$ cat src/hdl/mvv_pkg.sv
// ----------------------------------------------------------------------------
// mvv_pkg
// types and constants shared by the majority vote verify block
// ----------------------------------------------------------------------------
package mvv_pkg;

    localparam int MAX_ITEMS = 1024;
    localparam int IDX_W     = (MAX_ITEMS > 1) ? $clog2(MAX_ITEMS) : 1;
    localparam int CNT_W     = $clog2(MAX_ITEMS + 1);
    localparam int ADDR_W    = IDX_W + 1;
    localparam int RAM_DEPTH = 2 ** ADDR_W;
    localparam int DATA_W    = 32;

    typedef struct packed {
        logic signed [DATA_W-1:0] value;
        logic                     last;
    } in_item_t;

    typedef struct packed {
        logic                     found;
        logic signed [DATA_W-1:0] majority;
        logic                     overflow;
    } result_t;

    typedef struct packed {
        logic                     bank;
        logic signed [DATA_W-1:0] candidate;
        logic [CNT_W-1:0]         count;
        logic                     overflow;
    } job_t;

    typedef struct packed {
        logic valid;
        logic bank;
    } bank_release_t;

endpackage

$ cat src/hdl/mvv_back.sv
// ----------------------------------------------------------------------------
// mvv_back
// verifier: sweeps a stored bank, counts candidate matches, emits result
// ----------------------------------------------------------------------------
module mvv_back
    import mvv_pkg::*;
(
    input  logic              aclk,
    input  logic              aresetn,
    input  logic              job_avail,
    input  job_t              job_in,
    output logic              job_pop,
    output logic              rd_en,
    output logic [ADDR_W-1:0] rd_addr,
    input  logic [DATA_W-1:0] rd_data,
    output bank_release_t     release_out,
    output logic              m_valid,
    input  logic              m_ready,
    output result_t           m_data
);

    typedef enum logic [3:0] {
        ST_IDLE  = 4'b0001,
        ST_SWEEP = 4'b0010,
        ST_TAIL  = 4'b0100,
        ST_FIN   = 4'b1000
    } state_t;

    state_t           state_reg, state_next;
    job_t             job_reg, job_next;
    logic [IDX_W-1:0] idx_reg, idx_next;
    logic [CNT_W-1:0] match_reg, match_next;
    logic             rvalid_reg, rvalid_next;
    logic             m_valid_reg, m_valid_next;
    result_t          m_data_reg, m_data_next;
    logic             out_free;
    logic             last_idx;

    assign out_free = !m_valid_reg || m_ready;
    assign last_idx = (CNT_W'(idx_reg) == job_reg.count - CNT_W'(1));
    assign rd_addr  = {job_reg.bank, idx_reg};
    assign m_valid  = m_valid_reg;
    assign m_data   = m_data_reg;

    always_comb begin
        state_next       = state_reg;
        job_next         = job_reg;
        idx_next         = idx_reg;
        match_next       = match_reg;
        rvalid_next      = 1'b0;
        m_valid_next     = m_valid_reg && !m_ready;
        m_data_next      = m_data_reg;
        job_pop          = 1'b0;
        rd_en            = 1'b0;
        release_out      = '0;

        if (rvalid_reg && (rd_data == job_reg.candidate)) begin
            match_next = match_reg + CNT_W'(1);
        end

        case (state_reg)
            ST_IDLE: begin
                if (job_avail) begin
                    job_pop    = 1'b1;
                    job_next   = job_in;
                    idx_next   = '0;
                    match_next = '0;
                    state_next = ST_SWEEP;
                end
            end
            ST_SWEEP: begin
                rd_en       = 1'b1;
                rvalid_next = 1'b1;
                if (last_idx) begin
                    state_next = ST_TAIL;
                end else begin
                    idx_next = idx_reg + IDX_W'(1);
                end
            end
            ST_TAIL: begin
                release_out.valid = 1'b1;
                release_out.bank  = job_reg.bank;
                state_next        = ST_FIN;
            end
            ST_FIN: begin
                if (out_free) begin
                    m_valid_next         = 1'b1;
                    m_data_next.found    = (match_reg > (job_reg.count >> 1));
                    m_data_next.majority = job_reg.candidate;
                    m_data_next.overflow = job_reg.overflow;
                    state_next           = ST_IDLE;
                end
            end
            default: begin
                state_next = ST_IDLE;
            end
        endcase
    end

    always_ff @(posedge aclk) begin
        if (!aresetn) begin
            state_reg   <= ST_IDLE;
            rvalid_reg  <= 1'b0;
            m_valid_reg <= 1'b0;
        end else begin
            state_reg   <= state_next;
            rvalid_reg  <= rvalid_next;
            m_valid_reg <= m_valid_next;
        end
    end

    always_ff @(posedge aclk) begin
        job_reg    <= job_next;
        idx_reg    <= idx_next;
        match_reg  <= match_next;
        m_data_reg <= m_data_next;
    end

endmodule

$ cat config.mk
export PLATFORM = sky130hd
export DESIGN_NAME = mvv_back
export DESIGN_NICKNAME = d
export VERILOG_FILES = /design/src/hdl/mvv_pkg.sv /design/src/hdl/mvv_back.sv
export SDC_FILE = /design/constraint.sdc
export NUM_CORES = 1
export LEC_CHECK = 0
export ABC_CLOCK_PERIOD_IN_PS = 2800
export BUFFER_PORTS_ARGS = -buffer_cell sky130_fd_sc_hd__buf_2
export CORE_UTILIZATION = 47
export CTS_CLUSTER_SIZE = 24
export DETAILED_ROUTE_END_ITERATION = 6
export PLACE_DENSITY = 0.87
export SLEW_MARGIN = 20
export SYNTH_ARGS = -nofsm -noshare
export SYNTH_HDL_FRONTEND = slang
export SYNTH_SLANG_ARGS = --single-unit
$ cat constraint.sdc
create_clock -name aclk -period 2.8 [get_ports aclk]
set_clock_uncertainty 0.2 [all_clocks]
set_input_delay 0.56 -clock aclk [delete_from_list [all_inputs] [get_ports aclk]]
set_output_delay 0.56 -clock aclk [all_outputs]
set_load 0.01 [all_outputs]
Word level (Yosys, flattened, before mapping):

Index checks and enable logic that the tools add are counted.
W data, S select, Z words.

* register bits after elaboration: 106
* input bits: 81
* output and inout bits: 50
* logic and storage cells: 52

* add/subtract/negate cells: 3
* $lt $le $gt $ge: 1
* equal/unequal tests: 10
* muxes and demuxes: 16
* reduce and logical (&&, ||, !) cells: 10

Operators by type and width (count)
* $mux W11: 3
* $eq A32 B32 Y1: 1
* $mux W10: 2
* $pmux W10 S2: 1
* $pmux W4 S4: 1
* $mux W4: 3
* $add A11 B1 Y11 const B: 1
* $eq A10 B11 Y1: 1
* $gt A11 B10 Y1: 1
* $sub A11 B1 Y11 const B: 1
* $add A10 B1 Y10 const B: 1
* $ne A2 B2 Y1 const B: 4
* $reduce_and A3 Y1: 2
* $mux W1: 5
* $eq A4 B1 Y1 const B: 1
* $eq A4 B2 Y1 const B: 1
* $eq A4 B3 Y1 const B: 1
* $eq A4 B4 Y1 const B: 1
* $reduce_and A2 Y1: 2
* $logic_and A1 B1 Y1: 2
* $logic_not A1 Y1: 2
* $mux W2: 1
* $reduce_bool A2 Y1: 1
* $logic_or A1 B1 Y1: 1

Longest topological paths before layout:

* depth in word-level cells: 5
* gate-level depth with buffers: 9
* gate-level depth less buffers: 8

Worst setup path before layout:

OpenSTA, ideal clock, no wires.

* path kind: register to register
* start point: reg job_reg[1] (netlist bit)
* end point: reg idx_reg[0], enable pin
* library setup time: 0.391 ns
* data arrival time: 2.428 ns
* required time: 2.209 ns
* path slack: -0.219 ns
* cell stages (with the launch flop): 9
* buffers on the path: 0
* period minus slack after synthesis: 3.019 ns
* path through: edfxtp_1 inv_1 ha_1 or3b_2 nor2_1 o21ba_1 a221o_1 nor3_2 o21ai_0

* word-level cells in the longest chain between the ends: 4

RTL lines
* start, declared: RTL line mvv_back.sv:30 `job_t job_reg, job_next;`
* start signal, assigned: RTL line mvv_back.sv:113 `job_reg <= job_next;`
* $sub A11 B1 Y11: RTL line mvv_back.sv:40 `assign last_idx = (CNT_W'(idx_reg) == job_reg.count - CNT_W'(1));`
* $eq A10 B11 Y1: RTL line mvv_back.sv:40
* $ne A2 B2 Y1 (no source line)
* $reduce_and A3 Y1 (no source line)
* end signal, assigned: RTL line mvv_back.sv:114 `idx_reg <= idx_next;`
* end, declared: RTL line mvv_back.sv:31 `logic [IDX_W-1:0] idx_reg, idx_next;`

No other way between the ends.
A chain may end at the register's enable or synchronous reset.

Worst setup path after layout:

* start point: reg job_reg[1] (netlist bit)
* end point: reg idx_reg[7], enable pin

Same word-level chain as after synthesis.

==> insert_results.sql <==
INSERT INTO impl_metrics (metric_group, metric, value, unit) VALUES
('outcome', 'outcome', 'finished, final reports clean', ''),
('yosys', 'synth_area_leaders', 'edfxtp_1 56%, dfxtp_1 7.1%, xor2_1 6.2%', ''),
('clock_network', 'clkLatencyLatePin', '0.38', 'ns'),
('yosys', 'synthDominantCellAreaShare', '0.559', ''),
('clock_network', 'tritoncts_num_sinks', '106', ''),
('route', 'number_of_drc_markers_after_the_initial_detailed_route_iteration', '127', ''),
('sta', 'number_of_max_slew_violations_in_the_final_report', '0', ''),
('placed_design', 'finalWeightedCongestion', '1.06', ''),
('min_path', 'min_to', 'job_reg[37]', ''),
('clock_network', 'cts_buffers', '9', ''),
('global_routing', 'antenna_found_initial', '0', ''),
('route', 'detail_route.first_pass.iterations', '4', ''),
('finish', 'most-common-layout-cells', '130 x buf_2, 89 x edfxtp_1, 34 x xor2_1, 18 x nor2_1', ''),
('yosys', 'synth_flop_cell', 'edfxtp_1', ''),
('setup_path', 'worstPathRequired', '2.71', 'ns'),
('yosys', 'yosysTopAreaCell', 'edfxtp_1', ''),
('placed_design', 'placed_insts', '634', ''),
('yosys', 'netlist-cell-type-count', '53', ''),
('finish', 'final_common_cell', 'buf_2', ''),
('sta', 'layout_min_cycle_time', '2.67', 'ns'),
('placed_design', 'dp.final_hpwl', '8140', 'um'),
('clock_network', 'tritoncts', 'built', ''),
('yosys', 'async_reset_ff_frac', '0', ''),
('yosys', 'synth.ff_latch_count', '106', ''),
('setup_path', 'regToRegStartpoint', 'job_reg[1]', ''),
('finish', 'drive_above_1_share', '0.331', ''),
('finish', 'post_layout_nets', '606', ''),
('pwr', 'power.ir.vdd_worst', '0.000345', 'V'),
('setup_path', 'reg2reg_setup_slack', '0.13', 'ns'),
('finish', 'largest_register_ff_count', '44', ''),
('clock_network', 'cts-root-buf', 'clkbuf_8', ''),
('sta', 'final-hold-violation-count', '0', ''),
('die', 'die_area', '10600', 'um^2'),
('setup_path', 'reg2reg_depth', '9', ''),
('route', 'route.vias.total', '3492', ''),
('global_routing', 'wire_length_of_the_first_global_routing_pass', '16200', 'um'),
('route', 'detail_route.wirelength', '10800', 'um'),
('min_path', 'worstHoldStart', 'job_in[37]', ''),
('setup_path', 'setup.worst_path.start_class', 'flop', ''),
('yosys', 'synth_area', '4780', 'um^2'),
('global_routing', 'via_count_of_the_first_global_routing_pass', '3461', ''),
('route', 'route.detailed.vias_per_inst', '5.37', ''),
('setup_path', 'rr_endpoint', 'idx_reg[7]', ''),
('finish', 'finalNonFillerCells', '650', ''),
('sta', 'worst-slew-pin-transition', '0.580', 'ns'),
('die', 'core-area', '9820', 'um^2'),
('yosys', 'synth_cells', '362', ''),
('die', 'die_w', '103', 'um'),
('route', 'remaining_drc_errors', '0', ''),
('die', 'floorplan.initialDensity', '0.487', ''),
('setup_path', 'critical_path_arrival', '2.58', 'ns'),
('clock_network', 'cts_hold_buffers', '0', ''),
('sta', 'layout_setup_ws', '0.128', 'ns'),
('sta', 'rsz0062_at_grt', 'no', ''),
('sta', 'setup_viol_count_final', '0', ''),
('global_routing', 'globalRoute.totalOverflow', '0', ''),
('route', 'wl_per_cell', '16.5', 'um'),
('die', 'die_h', '103', 'um'),
('setup_path', 'setup.worst_path.end_class', 'flop', ''),
('global_routing', 'grt_util_all_layers', '0.208', ''),
('setup_path', 'path_class', 'reg -> reg', ''),
('pwr', 'power.density', '508', 'nW/um^2'),
('min_path', 'timing.hold.worst.class', 'in -> reg', ''),
('placed_design', 'port_buffers', '130', ''),
('pwr', 'p_leak', '2.35', 'nW'),
('yosys', 'seq_area_frac_synth', '0.630', ''),
('sta', 'layout_worst_path_cycle_share', '0.954', ''),
('clock_network', 'post-cts-setup-buffers', '0', ''),
('yosys', 'synth.avg_cell_area', '13.2', 'um^2'),
('clock_network', 'cts.path.max_buffers', '2', ''),
('yosys', 'yosysWarnings', '0', '');
==> worst max-delay path, stage by stage (launching register included) <==
cell,delay (ns)
edfxtp_1,0.41
inv_1,0.08
ha_1,0.17
buf_4,0.14
nor3b_2,0.26
a21oi_1,0.13
nor4b_1,0.38
nand3_1,0.22
nor3_4,0.28
o21ai_4,0.14
==> layer usage <==
layer  track usage  up-vias  wire length, um  share of wire
met5             0        -                0              0
met4        0.0737        0              255          0.024
met3        0.0773       27              954          0.089
met2         0.369      183             5280           0.49
met1         0.229     1629             4270           0.40
li1              -     1653                -              -
==> power breakdown <==
| part | internal, mW | leakage [nW] | switching, mW |
|---|---|---|---|
| logic | 0.148 | 1.29 | 0.180 |
| registers | 1.78 | 0.969 | 0.0542 |
| clock network | 0.326 | 0.0847 | 0.498 |
==> timing repair <==
item | CTS | global route
endpoints found under the hold margin | 0 | 0
endpoints found under the setup margin | 10 | 10
gates resized for setup | 2 | 2
pin swaps | 0 | 1
==> worst max-delay path by stage <==
stage	start	to	cells after the start
finish	job_reg[1]	idx_reg[7]	9
global route	job_reg[1]	idx_reg[7]	8
CTS	job_reg[1]	idx_reg[7]	8
detailed placement	job_reg[1]	idx_reg[7]	9
global placement	job_reg[1]	idx_reg[7]	8
floorplan	job_reg[1]	idx_reg[0]	8
==> cells in the mapped netlist, drive strengths merged, types with 2 or more instances <==
master and instances:
edfxtp 89, xor2 34, inv 18, nand3 18, nor2 18, dfxtp 17
xnor2 17, nand2 14, ha 13, nor4 12, a21oi 10, nand2b 10
nand4 8, and2 7, nor3 7, and3 6, o21ai 6, or4 5
and4 4, clkbuf 4, mux2i 4, nor2b 4, nor4b 3, o21a 3
o31a 3, nand3b 2, nand4bb 2, nor4bb 2, o211ai 2, o31ai 2
o41ai 2, or4b 2
==> stage by stage <==
step	util	power (mW)	hold WS (ns)	setup TNS [ns]	instance area, um^2
CTS	0.598	3.01	0.129	0	5870
finish	0.600	2.99	0.151	0	5890
detailed placement	0.581	2.19	0.214	-0.803	5700
global route	0.600	3.11	0.124	0	5890
global placement	0.581	2.18	0.207	0	5700
floorplan	-	2.03	0.200	0	4780
==> cells by family after synthesis <==
logic type | after synthesis | synth area share
compound gates | 35 | 0.0500
xor+xnor | 51 | 0.0934
fa+ha+maj | 13 | 0.0340
buf+inv | 23 | 0.0188
flops | 106 | 0.630
mux | 5 | 0.0107
simple gates | 129 | 0.163
==> final cells by class <==
class	count	area (um^2)
sequential	106	3010
multi-input combinational	233	1710
fill	798	3930
clock inverter	4	27.5
tap	133	166
timing repair buffer	144	768
inverter	18	67.6
clock buffer	12	135
(Power assumes the default switching activity.)
