[src/hdl/mvv_pkg.sv]
// ----------------------------------------------------------------------------
// mvv_pkg
// types and constants shared by the majority vote verify block
// ----------------------------------------------------------------------------
package mvv_pkg;

    localparam int MAX_ITEMS = 1024;
    localparam int IDX_W     = (MAX_ITEMS > 1) ? $clog2(MAX_ITEMS) : 1;
    localparam int CNT_W     = $clog2(MAX_ITEMS + 1);
    localparam int ADDR_W    = IDX_W + 1;
    localparam int RAM_DEPTH = 2 ** ADDR_W;
    localparam int DATA_W    = 32;

    typedef struct packed {
        logic signed [DATA_W-1:0] value;
        logic                     last;
    } in_item_t;

    typedef struct packed {
        logic                     found;
        logic signed [DATA_W-1:0] majority;
        logic                     overflow;
    } result_t;

    typedef struct packed {
        logic                     bank;
        logic signed [DATA_W-1:0] candidate;
        logic [CNT_W-1:0]         count;
        logic                     overflow;
    } job_t;

    typedef struct packed {
        logic valid;
        logic bank;
    } bank_release_t;

endpackage

[src/hdl/mvv_front.sv]
// ----------------------------------------------------------------------------
// mvv_front
// loader: stores elements into a ram bank and runs the vote
// ----------------------------------------------------------------------------
module mvv_front
    import mvv_pkg::*;
(
    input  logic              aclk,
    input  logic              aresetn,
    input  logic              s_valid,
    output logic              s_ready,
    input  in_item_t          s_data,
    output logic              wr_en,
    output logic [ADDR_W-1:0] wr_addr,
    output logic [DATA_W-1:0] wr_data,
    output logic              job_push,
    output job_t              job,
    input  logic              job_full,
    input  bank_release_t     release_in
);

    logic signed [DATA_W-1:0] cand_reg, cand_next;
    logic [CNT_W-1:0]         vote_reg, vote_next;
    logic [CNT_W-1:0]         cnt_reg, cnt_next;
    logic                     ovf_reg, ovf_next;
    logic                     bank_reg, bank_next;
    logic [1:0]               busy_reg, busy_next;
    logic                     accept, keep;

    assign s_ready = !busy_reg[bank_reg] && !job_full;
    assign accept  = s_valid && s_ready;
    assign keep    = (cnt_reg < CNT_W'(MAX_ITEMS));

    assign wr_en   = accept && keep;
    assign wr_addr = {bank_reg, cnt_reg[IDX_W-1:0]};
    assign wr_data = s_data.value;

    always_comb begin
        cand_next = cand_reg;
        vote_next = vote_reg;
        cnt_next  = cnt_reg;
        ovf_next  = ovf_reg;
        bank_next = bank_reg;
        busy_next = busy_reg;
        job_push  = 1'b0;
        job       = '0;

        if (release_in.valid) begin
            busy_next[release_in.bank] = 1'b0;
        end

        if (accept) begin
            if (keep) begin
                cnt_next = cnt_reg + CNT_W'(1);
                if (vote_reg == '0) begin
                    cand_next = s_data.value;
                    vote_next = CNT_W'(1);
                end else if (s_data.value == cand_reg) begin
                    vote_next = vote_reg + CNT_W'(1);
                end else begin
                    vote_next = vote_reg - CNT_W'(1);
                end
            end else begin
                ovf_next = 1'b1;
            end

            if (s_data.last) begin
                job_push            = 1'b1;
                job.bank            = bank_reg;
                job.candidate       = cand_next;
                job.count           = cnt_next;
                job.overflow        = ovf_next;
                busy_next[bank_reg] = 1'b1;
                bank_next           = !bank_reg;
                cand_next           = '0;
                vote_next           = '0;
                cnt_next            = '0;
                ovf_next            = 1'b0;
            end
        end
    end

    always_ff @(posedge aclk) begin
        if (!aresetn) begin
            cand_reg <= '0;
            vote_reg <= '0;
            cnt_reg  <= '0;
            ovf_reg  <= 1'b0;
            bank_reg <= 1'b0;
            busy_reg <= '0;
        end else begin
            cand_reg <= cand_next;
            vote_reg <= vote_next;
            cnt_reg  <= cnt_next;
            ovf_reg  <= ovf_next;
            bank_reg <= bank_next;
            busy_reg <= busy_next;
        end
    end

endmodule

[config.mk]
export PLATFORM = sky130hd
export DESIGN_NAME = mvv_front
export DESIGN_NICKNAME = d
export VERILOG_FILES = /design/src/hdl/mvv_pkg.sv /design/src/hdl/mvv_front.sv
export SDC_FILE = /design/constraint.sdc
export NUM_CORES = 1
export LEC_CHECK = 0
export BUFFER_PORTS_ARGS = -buffer_cell sky130_fd_sc_hd__buf_2
export CAP_MARGIN = 25
export CORE_AREA = 2 2 95 97
export CTS_CLUSTER_DIAMETER = 100
export DETAILED_ROUTE_END_ITERATION = 8
export DIE_AREA = 0 0 97 99
export PLACE_DENSITY = 0.84
export SLEW_MARGIN = 20
export SYNTH_ARGS = -nofsm -noshare
export SYNTH_HDL_FRONTEND = slang
export SYNTH_SLANG_ARGS = --single-unit
[constraint.sdc]
create_clock -name aclk -period 4.1 [get_ports aclk]
set_input_delay 0.41 -clock aclk [delete_from_list [all_inputs] [get_ports aclk]]
set_output_delay 0.41 -clock aclk [all_outputs]
set_load 0.02 [all_outputs]
# --- Word-level counts from Yosys, hierarchy flattened ---
# Index checks and enable logic that the tools add are counted.
totals:
  output_inout_bits: 91
  word_cells: 54
  reg_bits: 58
classes:
  reduce_logical: 12
  n_eq_ne: 1
  bitwise_logic: 3
  add_sub_neg: 3
  n_lt_le_gt_ge: 5
  mux: 24
op_table:
  columns: ["cell", "count"]
  rows:
  - ["$mux W32", 3]
  - ["$mux W45", 2]
  - ["$mux W11", 6]
  - ["$eq A32 B32 Y1", 1]
  - ["$add A11 B1 Y11 const B", 2]
  - ["$logic_not A11 Y1", 1]
  - ["$lt A11 B11 Y1 const B", 1]
  - ["$sub A11 B1 Y11 const B", 1]
  - ["$mux W1", 8]
  - ["$mux W2", 3]
  - ["$logic_and A1 B1 Y1", 5]
  - ["$lt A1 B2 Y1 const B", 2]
  - ["$reduce_and A2 Y1", 2]
  - ["$logic_not A1 Y1", 3]
  - ["$and A2 B2 Y2", 1]
  - ["$demux W1 S1", 2]
  - ["$ge A1 B1 Y1 const B", 2]
  - ["$not A2 Y2", 1]
  - ["$or A2 B2 Y2", 1]
  - ["$reduce_bool A2 Y1", 1]

# --- Longest topological paths before layout ---
depth:
  word_depth: 10
  ltp_mapped: 12
  depth_no_buf: 11

# --- Least setup slack after synthesis ---
# OpenSTA, ideal clock, no wires.
synth_path:
  path_kind: "input-to-reg"
  start: "input port s_data[18] in the netlist's numbering"
  end: "register vote_reg[10]"
  t_required_ps: 3975
  stages: 11
  setup_slack_ps: 1170
  path_buffers: 0
  arrival_ps: 2806
  setup_ps: 125
  cell_sequence: "xnor2_1 nand4_1 nor4_1 nand2_1 fa_1 a21oi_1 o22ai_1 o31ai_1 nand3_1 nand4bb_1 o211ai_2"
synth_via:
  elab_chain_cells: 5
synth_lines:
  columns: ["element", "line", "text"]
  rows:
  - ["from (decl)", "mvv_front.sv:12", "input in_item_t s_data,"]
  - ["$eq A32 B32 Y1", "mvv_front.sv:58", "end else if (s_data.value == cand_reg) begin"]
  - ["$mux W11", "mvv_front.sv:58", null]
  - ["$mux W11", "mvv_front.sv:55", "if (vote_reg == '0) begin"]
  - ["$mux W11", "mvv_front.sv:53", "if (keep) begin"]
  - ["$mux W11", "mvv_front.sv:67", "if (s_data.last) begin"]
  - ["to (signal assigned)", "mvv_front.sv:93", "vote_reg <= vote_next;"]
  - ["to (decl)", "mvv_front.sv:23", "logic [CNT_W-1:0] vote_reg, vote_next;"]
# No other way between the ends. The select of a mux whose other input is x is not followed.
# A chain may end at the register's enable or synchronous reset.

# --- Worst setup path in the final report ---
layout_path:
  start: "register cand_reg[0]"
  end: "register vote_reg[10]"
layout_via:
  elab_chain_cells: 5
layout_lines:
  columns: ["element", "line", "text"]
  rows:
  - ["from (decl)", "mvv_front.sv:22", "logic signed [DATA_W-1:0] cand_reg, cand_next;"]
  - ["from (signal assigned)", "mvv_front.sv:92", "cand_reg <= cand_next;"]
  - ["$eq A32 B32 Y1", "mvv_front.sv:58", null]
  - ["$mux W11", "mvv_front.sv:58", null]
  - ["$mux W11", "mvv_front.sv:55", null]
  - ["$mux W11", "mvv_front.sv:53", null]
  - ["$mux W11", "mvv_front.sv:67", null]
# No other way between the ends. The select of a mux whose other input is x is not followed.

==> flow_metrics.env <==
export IMPL_status="complete, no violations"
export IMPL_netlist_area_um2=4390
export IMPL_grt_pass1_vias=3562
export IMPL_chipWidth_um=97
export IMPL_multi_input_area_um2=2710
export IMPL_rsz0062_at_grt="no"
export IMPL_slew_violations=0
export IMPL_cts_tree="done"
export IMPL_powerDensity_nw_per_um2=339
export IMPL_cp_end_kind="flop"
export IMPL_yosysWarnings=0
export IMPL_grt_ovfl_total=0
export IMPL_synth_ff_type="dfxtp_1"
export IMPL_synth_seq_area_share_pct=26.4
export IMPL_dr_pass1_iters=4
export IMPL_ff2ff_path_depth=11
export IMPL_largest_reg_flops=32
export IMPL_core_area_um2=8550
export IMPL_place_detailed_hpwl_um=7440
export IMPL_hold_violations=0
export IMPL_crit_end="vote_reg[10]"
export IMPL_rrSetupSlack_ps=530
export IMPL_finalSetupViolations=0
export IMPL_cp_max_fo=12
export IMPL_clkLatencyLatePin_ps=340
export IMPL_start_util_pct=51.3
export IMPL_drcViolationCount=0
export IMPL_grt_use_total_pct=21.4
export IMPL_cp_data_required_time_ps=4330
export IMPL_place_congestion=0.897
export IMPL_rows=34
export IMPL_r2r_end="vote_reg[10]"
export IMPL_cts_sinks=58
export IMPL_r2r_start="cand_reg[0]"
export IMPL_finalClockSkew_ps=12.5
export IMPL_synth_net_count=537
export IMPL_crit_path_start="cand_reg[0]"
export IMPL_cp_slowest_cell="fa_1"
export IMPL_relSlewSlack_pct=30.3
export IMPL_drtAntennaViolNets=0
export IMPL_post_cts_buffers=0
export IMPL_dieArea_um2=9600
export IMPL_path_clk_slew_ps=70
export IMPL_io_buffers=129
export IMPL_synth_top_area_share_pct=26.4
export IMPL_worst_path_stages=11
export IMPL_yosys_top_cells_area="dfxtp_1 26%, xnor2_1 9.0%, a22oi_2 8.5%"
export IMPL_async_flop_share_pct=0
export IMPL_cts_buffers=9
export IMPL_start_kind="flop"
export IMPL_n_antenna_cell=0
export IMPL_syn_to_final_growth_pct=11.2
export IMPL_antenna_found_initial=0
export IMPL_crit_arrival_ps=3810
export IMPL_path_buf_inv=0
export IMPL_peakVddDrop_mv=0.226
export IMPL_wl_per_cell_um=15.2
export IMPL_fin_crit_ps=3570
export IMPL_fmax_mhz=280
export IMPL_drtIter0Drc=166
export IMPL_p_leak_nw=2.11
export IMPL_syn_inst=486
export IMPL_grt_pass1_wl_um=17000
export IMPL_ys_seq_elements=58
export IMPL_yosys_cell_types_count=51
export IMPL_hp_class="in -> reg"
export IMPL_die_y_um=99
export IMPL_cts_hold_buf=0
export IMPL_maxCapViolations=0
export IMPL_regArea_um2=1160
export IMPL_fin_setup_tns_ps=0
export IMPL_drt_wl_total_um=10200
export IMPL_max_stage_delay_ps=550
export IMPL_cts_resized=0
export IMPL_path_cells="xnor2_1 -> nand4_1 -> nor4_1 -> nand2_1 -> fa_1 -> a21oi_1 -> o22ai_1 -> o31ai_1 -> nand3_1 -> nand4bb_1 -> o211ai_2"
export IMPL_critical_path_class="reg -> reg"
export IMPL_root_buffer="clkbuf_8"
export IMPL_drive_above_1_share_pct=39.2
export IMPL_pin_count=130
export IMPL_yosys_area_top_type="dfxtp_1"
export IMPL_fillers=741
export IMPL_period_share_pct=87.2
export IMPL_instances_no_fill=675
export IMPL_synth_edf_count=0
export IMPL_cts_buffer_depth=2
export IMPL_vias=3665
export IMPL_syn_avg_cell_area_um2=9.03
export IMPL_htreeDepth=3
export IMPL_vias_per_cell=5.43
export IMPL_grt_max_degree=58
export IMPL_crit_family="simple AND/OR/NAND/NOR gates"
export IMPL_dp_cells=659
export IMPL_worstMarginPinSlew_ps=1040
export IMPL_fin_nets=613
==> cell families after synthesis <==
group	share of synthesized area, %
adders and majority gates	3.59
DFF	26.4
muxes	7.87
buffers and inverters	12.1
AOI/OAI and AO/OA	17.5
and+or+nand+nor	22.3
xor gates and xnor gates	10.2
==> tightest hold or removal path: cells and delay by family <==
family / cells / cell delay [ps]
buf+inv: 1 / 120
simple gates: 1 / 90
compound gates: 1 / 80
==> stage by stage <==
step | utilization (%) | area [um^2] | power (mW) | worst slack (ps) | hold slack [ps]
2_1_floorplan | - | 4390 | 1.09 | 1170 | 437
3_3_place_gp | 55.2 | 4720 | 1.19 | 481 | 455
3_5_place_dp | 55.2 | 4720 | 1.20 | 358 | 468
4_1_cts | 57.1 | 4880 | 1.66 | 532 | 384
5_1_grt | 57.1 | 4880 | 1.73 | 213 | 405
6_report | 57.1 | 4880 | 1.66 | 525 | 392
==> power by group <==
part	internal (mW)	switching, mW
Combinational	0.253	0.326
Sequential	0.585	0.0250
Clock	0.220	0.247
==> worst min-delay path by stage <==
stage | from | end | slack (ps) | depth (start not counted)
2_1_floorplan | ovf_reg | ovf_reg | 440 | 2
3_3_place_gp | ovf_reg | ovf_reg | 450 | 2
5_1_grt | s_data[23] | cand_reg[22] | 400 | 3
3_5_place_dp | ovf_reg | ovf_reg | 470 | 2
6_report | s_data[3] | cand_reg[2] | 390 | 3
4_1_cts | s_data[5] | cand_reg[4] | 380 | 3
==> layout make-up <==
type	count	share of cell area, %
clock inverter	4	0.589
inverter	6	0.461
multi-input combinational	352	55.5
sequential	58	23.8
timing repair buffer	135	14.1
clock buffer	12	2.77
tap	108	2.77
==> Yosys cell counts (2+ instances only) <==
library cell / number
dfxtp_1: 58
nor2_1: 58
buf_4: 49
xnor2_1: 45
mux2i_1: 33
a22oi_2: 30
nor2b_2: 30
nand2_1: 20
o21ai_0: 13
ha_1: 11
nor2b_1: 11
a21oi_1: 9
a22oi_1: 9
a21boi_0: 8
nand4_1: 8
buf_2: 7
buf_6: 7
clkbuf_1: 7
nand3_1: 7
and3_1: 6
inv_1: 6
xor2_1: 6
and2_1: 5
a31oi_1: 3
a32o_1: 3
and4_1: 3
nand3b_1: 3
a21o_1: 2
nor2_4: 2
nor3_1: 2
nor4_1: 2
nor4_2: 2
o21a_1: 2
o21ai_1: 2
==> cells in the final DEF, fill, tap and decap left out, drive strengths merged, types with 12 or more instances in the layout <==
cell type,instances
dfxtp,58
xnor2,45
a22oi,39
nor2b,41
nor2,60
mux2i,33
nand2,20
clkbuf,12
o21ai,16
buf,135
==> per-layer routing <==
| metal | up-vias | track usage [%] | share of wire, % |
|---|---|---|---|
| met4 | 0 | 8.78 | 1.8 |
| met3 | 16 | 3.90 | 5.2 |
| met1 | 1731 | 26.2 | 43 |
| met2 | 114 | 37.1 | 50 |
| li1 | 1804 | - | - |
| met5 | - | 0 | 0 |
(Power assumes the default switching activity.)
