==> src/hdl/mvv_pkg.sv <==
// ----------------------------------------------------------------------------
// mvv_pkg
// types and constants shared by the majority vote verify block
// ----------------------------------------------------------------------------
package mvv_pkg;

    localparam int MAX_ITEMS = 1024;
    localparam int IDX_W     = (MAX_ITEMS > 1) ? $clog2(MAX_ITEMS) : 1;
    localparam int CNT_W     = $clog2(MAX_ITEMS + 1);
    localparam int ADDR_W    = IDX_W + 1;
    localparam int RAM_DEPTH = 2 ** ADDR_W;
    localparam int DATA_W    = 32;

    typedef struct packed {
        logic signed [DATA_W-1:0] value;
        logic                     last;
    } in_item_t;

    typedef struct packed {
        logic                     found;
        logic signed [DATA_W-1:0] majority;
        logic                     overflow;
    } result_t;

    typedef struct packed {
        logic                     bank;
        logic signed [DATA_W-1:0] candidate;
        logic [CNT_W-1:0]         count;
        logic                     overflow;
    } job_t;

    typedef struct packed {
        logic valid;
        logic bank;
    } bank_release_t;

endpackage

==> src/hdl/mvv_queue.sv <==
// ----------------------------------------------------------------------------
// mvv_queue
// two-entry job queue between the loader and the verifier
// ----------------------------------------------------------------------------
module mvv_queue
    import mvv_pkg::*;
(
    input  logic aclk,
    input  logic aresetn,
    input  logic push,
    input  job_t push_job,
    output logic full,
    input  logic pop,
    output job_t pop_job,
    output logic empty
);

    job_t       mem_reg [2];
    logic       wr_ptr_reg, wr_ptr_next;
    logic       rd_ptr_reg, rd_ptr_next;
    logic [1:0] cnt_reg, cnt_next;
    logic       do_push, do_pop;

    assign full    = (cnt_reg == 2'd2);
    assign empty   = (cnt_reg == 2'd0);
    assign do_push = push && !full;
    assign do_pop  = pop && !empty;
    assign pop_job = mem_reg[rd_ptr_reg];

    always_comb begin
        wr_ptr_next = wr_ptr_reg ^ do_push;
        rd_ptr_next = rd_ptr_reg ^ do_pop;
        cnt_next    = cnt_reg + 2'(do_push) - 2'(do_pop);
    end

    always_ff @(posedge aclk) begin
        if (!aresetn) begin
            wr_ptr_reg <= 1'b0;
            rd_ptr_reg <= 1'b0;
            cnt_reg    <= 2'd0;
        end else begin
            wr_ptr_reg <= wr_ptr_next;
            rd_ptr_reg <= rd_ptr_next;
            cnt_reg    <= cnt_next;
        end
    end

    always_ff @(posedge aclk) begin
        if (do_push) begin
            mem_reg[wr_ptr_reg] <= push_job;
        end
    end

endmodule

==> config.mk <==
export PLATFORM = sky130hd
export DESIGN_NAME = mvv_queue
export DESIGN_NICKNAME = d
export VERILOG_FILES = /design/src/hdl/mvv_pkg.sv /design/src/hdl/mvv_queue.sv
export SDC_FILE = /design/constraint.sdc
export NUM_CORES = 1
export LEC_CHECK = 0
export BUFFER_PORTS_ARGS = -buffer_cell sky130_fd_sc_hd__buf_2
export CAP_MARGIN = 20
export CORE_MARGIN = 2
export CORE_UTILIZATION = 50
export CTS_CLUSTER_SIZE = 30
export DETAILED_ROUTE_END_ITERATION = 10
export MAX_ROUTING_LAYER = met4
export PLACE_DENSITY = 0.79
export RECOVER_POWER = 25
export SLEW_MARGIN = 20
export SYNTH_ARGS = -nofsm -noshare
export SYNTH_HDL_FRONTEND = slang
export SYNTH_SLANG_ARGS = --single-unit
==> constraint.sdc <==
create_clock -name aclk -period 3 [get_ports aclk]
set_input_delay 0 -clock aclk [delete_from_list [all_inputs] [get_ports aclk]]
set_output_delay 0 -clock aclk [all_outputs]
set_load 0.02 [all_outputs]
# [Word-level counts from Yosys, hierarchy flattened]
# Memory sizes are Yosys's and may differ from the RTL's. A register that Yosys moved wholly into a read port is not among the register bits.
# Cells that the tools add are included.
[word_totals] reg_bits=4 out_inout_bits=47 mem_bits_rw=90 memories=1 input_bits=49 wordCells=17
[classes] eq_ne=1 n_mux=3 bitwise_logic=2 reduce_logical=5 addsub=2
[memory_table] memory="mem_reg" depth=2 word_bits=45 read_ports=1 rd_clocked_by_memory_dff=1 wr=1 line="mvv_queue.sv:18" text="job_t mem_reg [2];"
[op_table] cell="$mux 1" count=3
[op_table] cell="$add 2x1->2" count=1
[op_table] cell="$eq 2x2->1 const B" count=1
[op_table] cell="$logic_and 1x1->1" count=2
[op_table] cell="$logic_not 1->1" count=2
[op_table] cell="$logic_not 2->1" count=1
[op_table] cell="$sub 2x1->2" count=1
[op_table] cell="$xor 1x1->1" count=2

# [Longest topological paths before layout]
# Gate-level depths: netlist of run 1.
[depth] depth_word=5 depth_mapped=7 ltp_nobuf=7

# [Worst setup path before layout of run 1]
# No wires, ideal clock.
[synth_timing] path_type="register -> register" start="register cnt_reg[1]" end="memory mem_reg[1][0] (netlist bit) (enable)" setup_ps=407 required_time_ps=2593 arrival_ps=1752 synth_period_minus_slack_ps=2159 stages_incl_launch_ff=4 slack_ps=841 n_path_buf=0 path_cell_list="dfxtp_1 or2b_1 and2_1 ha_1"
[synth_via] elab_chain_len=5
[synth_rtl] element="start: declaration" line="mvv_queue.sv:21" text="logic [1:0] cnt_reg, cnt_next;"
[synth_rtl] element="start signal: assignment" line="mvv_queue.sv:44" text="cnt_reg <= cnt_next;"
[synth_rtl] element="$eq 2x2->1" line="mvv_queue.sv:24" text="assign full = (cnt_reg == 2'd2);"
[synth_rtl] element="$logic_not 1->1" line="mvv_queue.sv:26" text="assign do_push = push && !full;"
[synth_rtl] element="$logic_and 1x1->1" line="mvv_queue.sv:26"
[synth_rtl] element="$mux 1" line="mvv_queue.sv:49" text="if (do_push) begin"
[synth_rtl] element="$mux 1 (not written as such)" line="mvv_queue.sv:50" text="mem_reg[wr_ptr_reg] <= push_job;"
[synth_rtl] element="end: declaration" line="mvv_queue.sv:18"
# Every way passes these cells.

==> Implementation_results.wiki, run 1 <==
{| class="wikitable"
! Metric !! Value
|-
| Result of the run || complete, no violations
|-
| Power share of the clock group || 23.1%
|-
| #FFs+latches synth || 95
|-
| Count of cells resized by post-cts repair || 0
|-
| Count of boundary I/O pins || 96
|-
| Post-placement setup slack || roughly 1.2 ns
|-
| Sink of the worst hold path || rd_ptr_reg$_SDFF_PN0_
|-
| Clock input transition at the sequential cells of the worst setup and hold paths || around 0.080 ns
|-
| Endpoint type of the worst setup path || output port
|-
| WP data arrival || roughly 2.0 ns
|-
| Starting DRT DRC Count || 120
|-
| Worst Reg2Reg Path Length in Cells || 4
|-
| Yosys Warn Count || 0
|-
| Antenna violations before repair || 0
|-
| Length of the first detailed-routing pass in iterations || 4
|-
| Nets in the synthesized netlist || about 220
|-
| Total die area || a little over 0.008 mm^2
|-
| Clock tree from TritonCTS || built
|-
| HPWL Detailed || 3939 um
|-
| Final standard cell area without fillers || ~0.0049 mm^2
|-
| Antenna fix cells || 0
|-
| First-pass GRT wire length || a little over 10000 um
|-
| H-tree levels || 3
|-
| Sequential group share of total power || a little under half
|-
| Pwr dens || between 700 and 800 mW/mm^2
|-
| Proportion of synthesized chip area in sequential cells || around 75%
|-
| Final critical delay including setup and external delays || 1.996 ns
|-
| Row Count || 31
|-
| DP Area || approximately 0.0043 mm^2
|-
| Kind of path behind the tightest hold check || in -> reg
|-
| Number of instances in the synthesized netlist || 165
|-
| Final Max Slew Viols || 0
|-
| Setup_tns || 0 ns
|-
| Mapped Avg Cell Area || 22.51 um^2
|-
| Worst-case setup margin in the final layout || roughly 1.0 ns
|-
| Least-Margin Pin Slew || 0.7167 ns
|-
| Setup bufs post-CTS || 0
|-
| Remaining Overflow, GRT || 0
|-
| Net count of the finished layout || between 300 and 400
|-
| Die Width || 90.20 um
|-
| Clock root buffer master || clkbuf_8
|-
| Starting density of the core || about half
|-
| GR Util All Layers || 17.11%
|-
| Leakage Power || between 1.5 and 2 nW
|-
| Final hold violations || 0
|-
| Clock sink count || between 90 and 100
|-
| Share of power burned in combinational logic || 30.2%
|-
| Placed cell count || roughly 360
|-
| Required @ worst endpoint || 3.00 ns
|-
| Later-pin clock latency in the skew report || ~0.35 ns
|-
| Number of flip-flops in the largest register || 90
|-
| Crit-path max FO || 25
|-
| Vert. Die Dim || 90.20 um
|-
| Maximum buffer depth of the clock tree || 2
|-
| Number of maximum-capacitance violations || 0
|-
| Num CTS Buffers || 9
|-
| Slack of the worst reg-to-reg path || 1.21 ns
|-
| Total via count after detailed routing || roughly 2000
|-
| Worst IR Drop VDD || 0.4367 mV
|-
| Launch point of the worst hold path || pop
|-
| Synth Cell Area || approximately 0.0037 mm^2
|-
| Routed wire per std cell || roughly 16 um
|-
| Number of setup violations in the final report || 0
|-
| Highest clock rate || approximately 0.5 GHz
|-
| Launch point of the worst reg-to-reg path || cnt_reg[0]$_SDFF_PN0_
|-
| Worst clock skew on the final layout || 0.01133 ns
|-
| Pint || 2.701 mW
|-
| Startpoint Class || register
|-
| Share of layout cells above drive strength 1 || between 40% and 50%
|-
| DRC violation count after routing || 0
|-
| Count of hold-fix buffers inserted at cts || 46
|-
| Sw Share || between 20% and 30%
|-
| Destination of the worst register-to-register timing path || mem_reg[1][39]$_DFFE_PP_
|-
| Util after Layout || slightly below 70%
|-
| Maximum number of pins on one net before global-route repair || 28
|-
| Switching power || 1.105 mW
|-
| Post-route clock period utilization || about two thirds
|-
| Number of buffers inserted by port buffering || 95
|-
| Core outline area || approximately 0.0072 mm^2
|-
| Post-Route WL || around 6700 um
|-
| Unique masters post-synth || 18
|-
| Detailed-route vias per instance || approximately 4.8
|-
| Number of global-route vias before repair || between 2000 and 2500
|-
| Signed area change from the synthesized netlist to the final layout || 33.01%
|-
| Global placement routability congestion || roughly 0.68
|-
| Critical path start-end classification || reg -> out
|-
| Non-filler cells in the finished layout || 418
|-
| RSZ-0062 raised after global routing || no
|-
| Cell depth of the worst hold path || 3
|-
| Antenna Nets Post-Route || 0
|-
| Number of fillers in the final layout || about 500
|-
| Relative slew slack || a little over half
|}
[cell usage in the layout (no fill, tap or decap)]
cell           netlist  routed
and2_1               2       2
buf_12               4       3
buf_2                0      79
bufinv_16            0       2
clkbuf_1             0      15
clkbuf_2             0       1
clkbuf_8             0       9
clkinv_2             0       2
clkinv_4             0       1
clkinvlp_4           0       1
dfxtp_1              5       4
dfxtp_2              0       1
dlygate4sd3_1        0      46
edfxtp_1            90      90
ha_1                 4       2
ha_2                 0       2
inv_1                3       3
mux2_2               5       5
mux2_4              40      40
mux2i_1              2       2
nand2_1              2       2
nand2b_1             1       1
nor2_1               1       1
nor2b_1              1       1
nor2b_2              1       1
o21a_1               1       1
or2b_1               1       1
xnor3_1              1       1
[routing by layer]
layer / global-route usage (%) / up-vias / share of wire (%)
li1: - / 939 / -
met1: 18.89 / 986 / 41
met2: 29.95 / 63 / 53
met3: 3.185 / 9 / 4.1
met4: 8.205 / 0 / 1.9
met5: - / - / 0
[per-stage QoR]
stage	total power, mW	hold slack (ns)
global route	3.965	0.05414
detailed placement	2.914	0.1908
CTS	3.830	0.04353
finish	3.806	0.06030
global placement	2.885	0.1882
floorplan	2.640	0.09887
[worst max-delay path by stage]
| stage | slack (ns) | to | start |
|---|---|---|---|
| 2_1_floorplan | 0.84 | mem_reg[1][0]$_DFFE_PP_ | cnt_reg[1]$_SDFF_PN0_ |
| 3_3_place_gp | 1.26 | mem_reg[1][38]$_DFFE_PP_ | cnt_reg[1]$_SDFF_PN0_ |
| 3_5_place_dp | 1.19 | mem_reg[1][30]$_DFFE_PP_ | cnt_reg[0]$_SDFF_PN0_ |
| 4_1_cts | 0.98 | pop_job[1] | register |
| 5_1_grt | 0.92 | pop_job[0] | register |
| 6_report | 1.00 | pop_job[1] | register |
[cell families (layout without fill, tap and decap cells)]
logic type | count (synthesis) | after routing | synth area share [%]
flops | 95 | 95 | 75.45
mux | 47 | 47 | 18.22
simple gates | 9 | 9 | 1.415
buf+inv | 8 | 162 | 2.762
fa+ha+maj | 4 | 4 | 1.347
compound gates | 1 | 1 | 0.2022
xor+xnor | 1 | 1 | 0.6062
[worst max-delay path, cell delays in order, from the launching register on]
cell and delay, ns:
dfxtp_2 0.80, buf_12 0.30, mux2_2 0.37, buf_2 0.16
[cell usage after synthesis]
cell type  number  area, um^2
edfxtp_1       90        2703
mux2_4         40       600.6
dfxtp_1         5       100.1
mux2_2          5       56.30
buf_12          4       80.08
ha_1            4       50.05
inv_1           3       11.26
and2_1          2       12.51
mux2i_1         2       20.02
nand2_1         2       7.510
buf_6           1       11.26
nand2b_1        1       6.260
nor2_1          1       3.750
nor2b_1         1       6.260
nor2b_2         1       8.760
o21a_1          1       7.510
or2b_1          1       7.510
xnor3_1         1       22.52
[power by group through the flow]
stage	combinational [mW]	sequential (mW)	clock, mW
after global routing	1.21	1.80	0.951
after detailed placement	1.10	1.81	0
after floorplan	0.884	1.76	0
after CTS	1.15	1.78	0.895
final	1.15	1.78	0.878
after global placement	1.09	1.80	0
[layout make-up]
cell class	instances	area, um^2	share of cell area, %
multi-input cells	62	814.5	16.49
flip-flops and latches	95	2804	56.75
clock buffers	9	123.9	2.507
well taps	99	123.9	2.507
repair buffers	144	977.2	19.78
inverters	3	11.26	0.2279
clock inverters	6	86.33	1.747
No activity file was read; power rests on OpenSTA's default activity.
==> run 2, diff against run 1 <==
--- a/config.mk
+++ b/config.mk
@@ -8,11 +8,11 @@
 export BUFFER_PORTS_ARGS = -buffer_cell sky130_fd_sc_hd__buf_2
 export CAP_MARGIN = 20
 export CORE_MARGIN = 2
-export CORE_UTILIZATION = 50
+export CORE_UTILIZATION = 47
 export CTS_CLUSTER_SIZE = 30
 export DETAILED_ROUTE_END_ITERATION = 10
 export MAX_ROUTING_LAYER = met4
-export PLACE_DENSITY = 0.79
+export PLACE_DENSITY = 0.78
 export RECOVER_POWER = 25
 export SLEW_MARGIN = 20
 export SYNTH_ARGS = -nofsm -noshare
==> constraint.sdc (replaced) <==
create_clock -name aclk -period 1.6 [get_ports aclk]
set_input_delay 0 -clock aclk [delete_from_list [all_inputs] [get_ports aclk]]
set_output_delay 0 -clock aclk [all_outputs]
set_load 0.02 [all_outputs]
==> Implementation_results.wiki, run 2 (synthesis gave the netlist of run 1 again) <==
{| class="wikitable"
! Metric !! Value
|-
| Detailed-route vias per instance || 4.551
|-
| Later-pin clock latency in the skew report || 0.34 ns
|-
| Clock input transition at the sequential cells of the worst setup and hold paths || approximately 0.080 ns
|-
| Number of setup violations in the final report || 0
|-
| Clock sink count || between 90 and 100
|-
| RSZ-0062 raised after global routing || no
|-
| Antenna Nets Post-Route || 0
|-
| Final Max Slew Viols || 0
|-
| HPWL Detailed || between 3000 and 4000 um
|-
| Maximum buffer depth of the clock tree || 2
|-
| Endpoint type of the worst setup path || register
|-
| Startpoint Class || register
|-
| GR Util All Layers || around 14%
|-
| Number of buffers inserted by port buffering || 95
|-
| Most frequent standard cell in the layout excluding fill and tap cells || edfxtp_1
|-
| First-pass GRT wire length || about 8900 um
|-
| Length of the first detailed-routing pass in iterations || 4
|-
| Post-route clock period utilization || 97.05%
|-
| Row Count || 32
|-
| Clock tree from TritonCTS || built
|-
| Setup_tns || 0 ns
|-
| Critical path start-end classification || reg -> reg
|-
| Net count of the finished layout || between 300 and 400
|-
| Post-Route WL || 5901 um
|-
| Num CTS Buffers || 9
|-
| Antenna fix cells || 0
|-
| DRC violation count after routing || 0
|-
| Starting density of the core || between 40% and 50%
|-
| H-tree levels || 3
|-
| Pwr dens || between 1000 and 1500 mW/mm^2
|-
| Antenna violations before repair || 0
|-
| Total via count after detailed routing || slightly below 2000
|-
| Final hold violations || 0
|-
| Highest clock rate || ~0.64 GHz
|-
| Required @ worst endpoint || 1.88 ns
|-
| Signed area change from the synthesized netlist to the final layout || 32.70%
|-
| Total die area || approximately 0.0086 mm^2
|-
| Kind of path behind the tightest hold check || in -> reg
|-
| Crit-path max FO || 4
|-
| Remaining Overflow, GRT || 0
|-
| Number of flip-flops in the largest register || 90
|-
| Number of global-route vias before repair || between 1500 and 2000
|-
| Global placement routability congestion || roughly 0.7
|-
| Non-filler cells in the finished layout || roughly 430
|-
| WP data arrival || ~1.8 ns
|-
| Result of the run || complete, no violations
|-
| Leakage Power || ~1.9 nW
|-
| Top library cells by usage in the layout, fill and taps aside || 90 x edfxtp_1, 72 x buf_2, 46 x dlygate4sd3_1
|-
| Worst clock skew on the final layout || 0.008035 ns
|-
| Core outline area || between 0.007 and 0.008 mm^2
|-
| Share of layout cells above drive strength 1 || 42.72%
|-
| Final critical delay including setup and external delays || around 1.6 ns
|-
| Number of maximum-capacitance violations || 0
|-
| Count of boundary I/O pins || 96
|-
| Vert. Die Dim || slightly above 90 um
|-
| Relative slew slack || between 80% and 90%
|-
| Maximum number of pins on one net before global-route repair || 28
|-
| Die Width || between 90 and 100 um
|-
| Least-Margin Pin Slew || 0.2368 ns
|-
| Setup bufs post-CTS || 0
|-
| Clock root buffer master || clkbuf_8
|-
| Routed wire per std cell || approximately 14 um
|-
| Placed cell count || roughly 360
|-
| Worst IR Drop VDD || around 0.86 mV
|-
| Starting DRT DRC Count || 108
|}
## run 2: layout make-up
type / instances / area, um^2
Sequential cell: 95 / 2806
Fill cell: 574 / 2758
Timing Repair Buffer: 147 / 1015
Multi-Input combinational cell: 62 / 814.5
Clock buffer: 10 / 127.6
Tap cell: 102 / 127.6
Clock inverter: 6 / 27.53
Inverter: 3 / 11.26
## run 2: worst paths after layout
path	slack (ns)	depth (start not counted)	startpoint	end
worst max-delay path	0.05	7	cnt_reg[1]$_SDFF_PN0_	cnt_reg[1]$_SDFF_PN0_
worst min-delay path	0.08	3	pop	rd_ptr_reg$_SDFF_PN0_
worst max register to register	0.05	7	cnt_reg[1]$_SDFF_PN0_	cnt_reg[1]$_SDFF_PN0_
worst min register to register	0.50	2	rd_ptr_reg$_SDFF_PN0_	rd_ptr_reg$_SDFF_PN0_
## run 2: through the flow
stage | area (um^2) | utilization [%] | power [mW] | setup WS (ns) | hold slack, ns
4_1_cts | 4959 | 64.50 | 6.883 | 0.04917 | 0.05455
6_report | 4930 | 64.13 | 6.791 | 0.04720 | 0.07738
5_1_grt | 4930 | 64.13 | 7.111 | 0.009274 | 0.07923
2_1_floorplan | 3720 | - | 4.946 | -0.1049 | 0.09887
3_3_place_gp | 4340 | 56.46 | 5.480 | 0.1354 | 0.1894
3_5_place_dp | 4340 | 56.46 | 5.525 | 0.06667 | 0.1911
## run 2: critical path, stage by stage (launching register included)
cell and delay (ns):
dfxtp_1 0.38, or2b_1 0.27, nand2_1 0.08, ha_1 0.23, inv_1 0.06, ha_1 0.15
xnor3_1 0.23, nor2b_2 0.10
## run 2: what timing repair did
item,in CTS,in global routing
endpoints found under the setup margin,2,0
hold buffers,46,0
resized for setup,1,0
endpoints found under the hold margin,95,0
## run 2: power breakdown
part           switching [mW]  leakage, nW  internal, mW
registers               0.127        0.883          3.15
logic                    1.14        0.944          1.09
clock network           0.735       0.0762         0.542
total                    2.00         1.90          4.79
## run 2: per-layer routing
layer / GRT usage [%] / wire length (um) / up-vias / part of all wire, %
li1: - / - / 944 / -
met1: 17.62 / 2628 / 921 / 45
met2: 22.52 / 2906 / 61 / 49
met3: 3.743 / 297 / 8 / 5.0
met4: 5.882 / 68 / 0 / 1.2
met5: - / 0 / - / 0
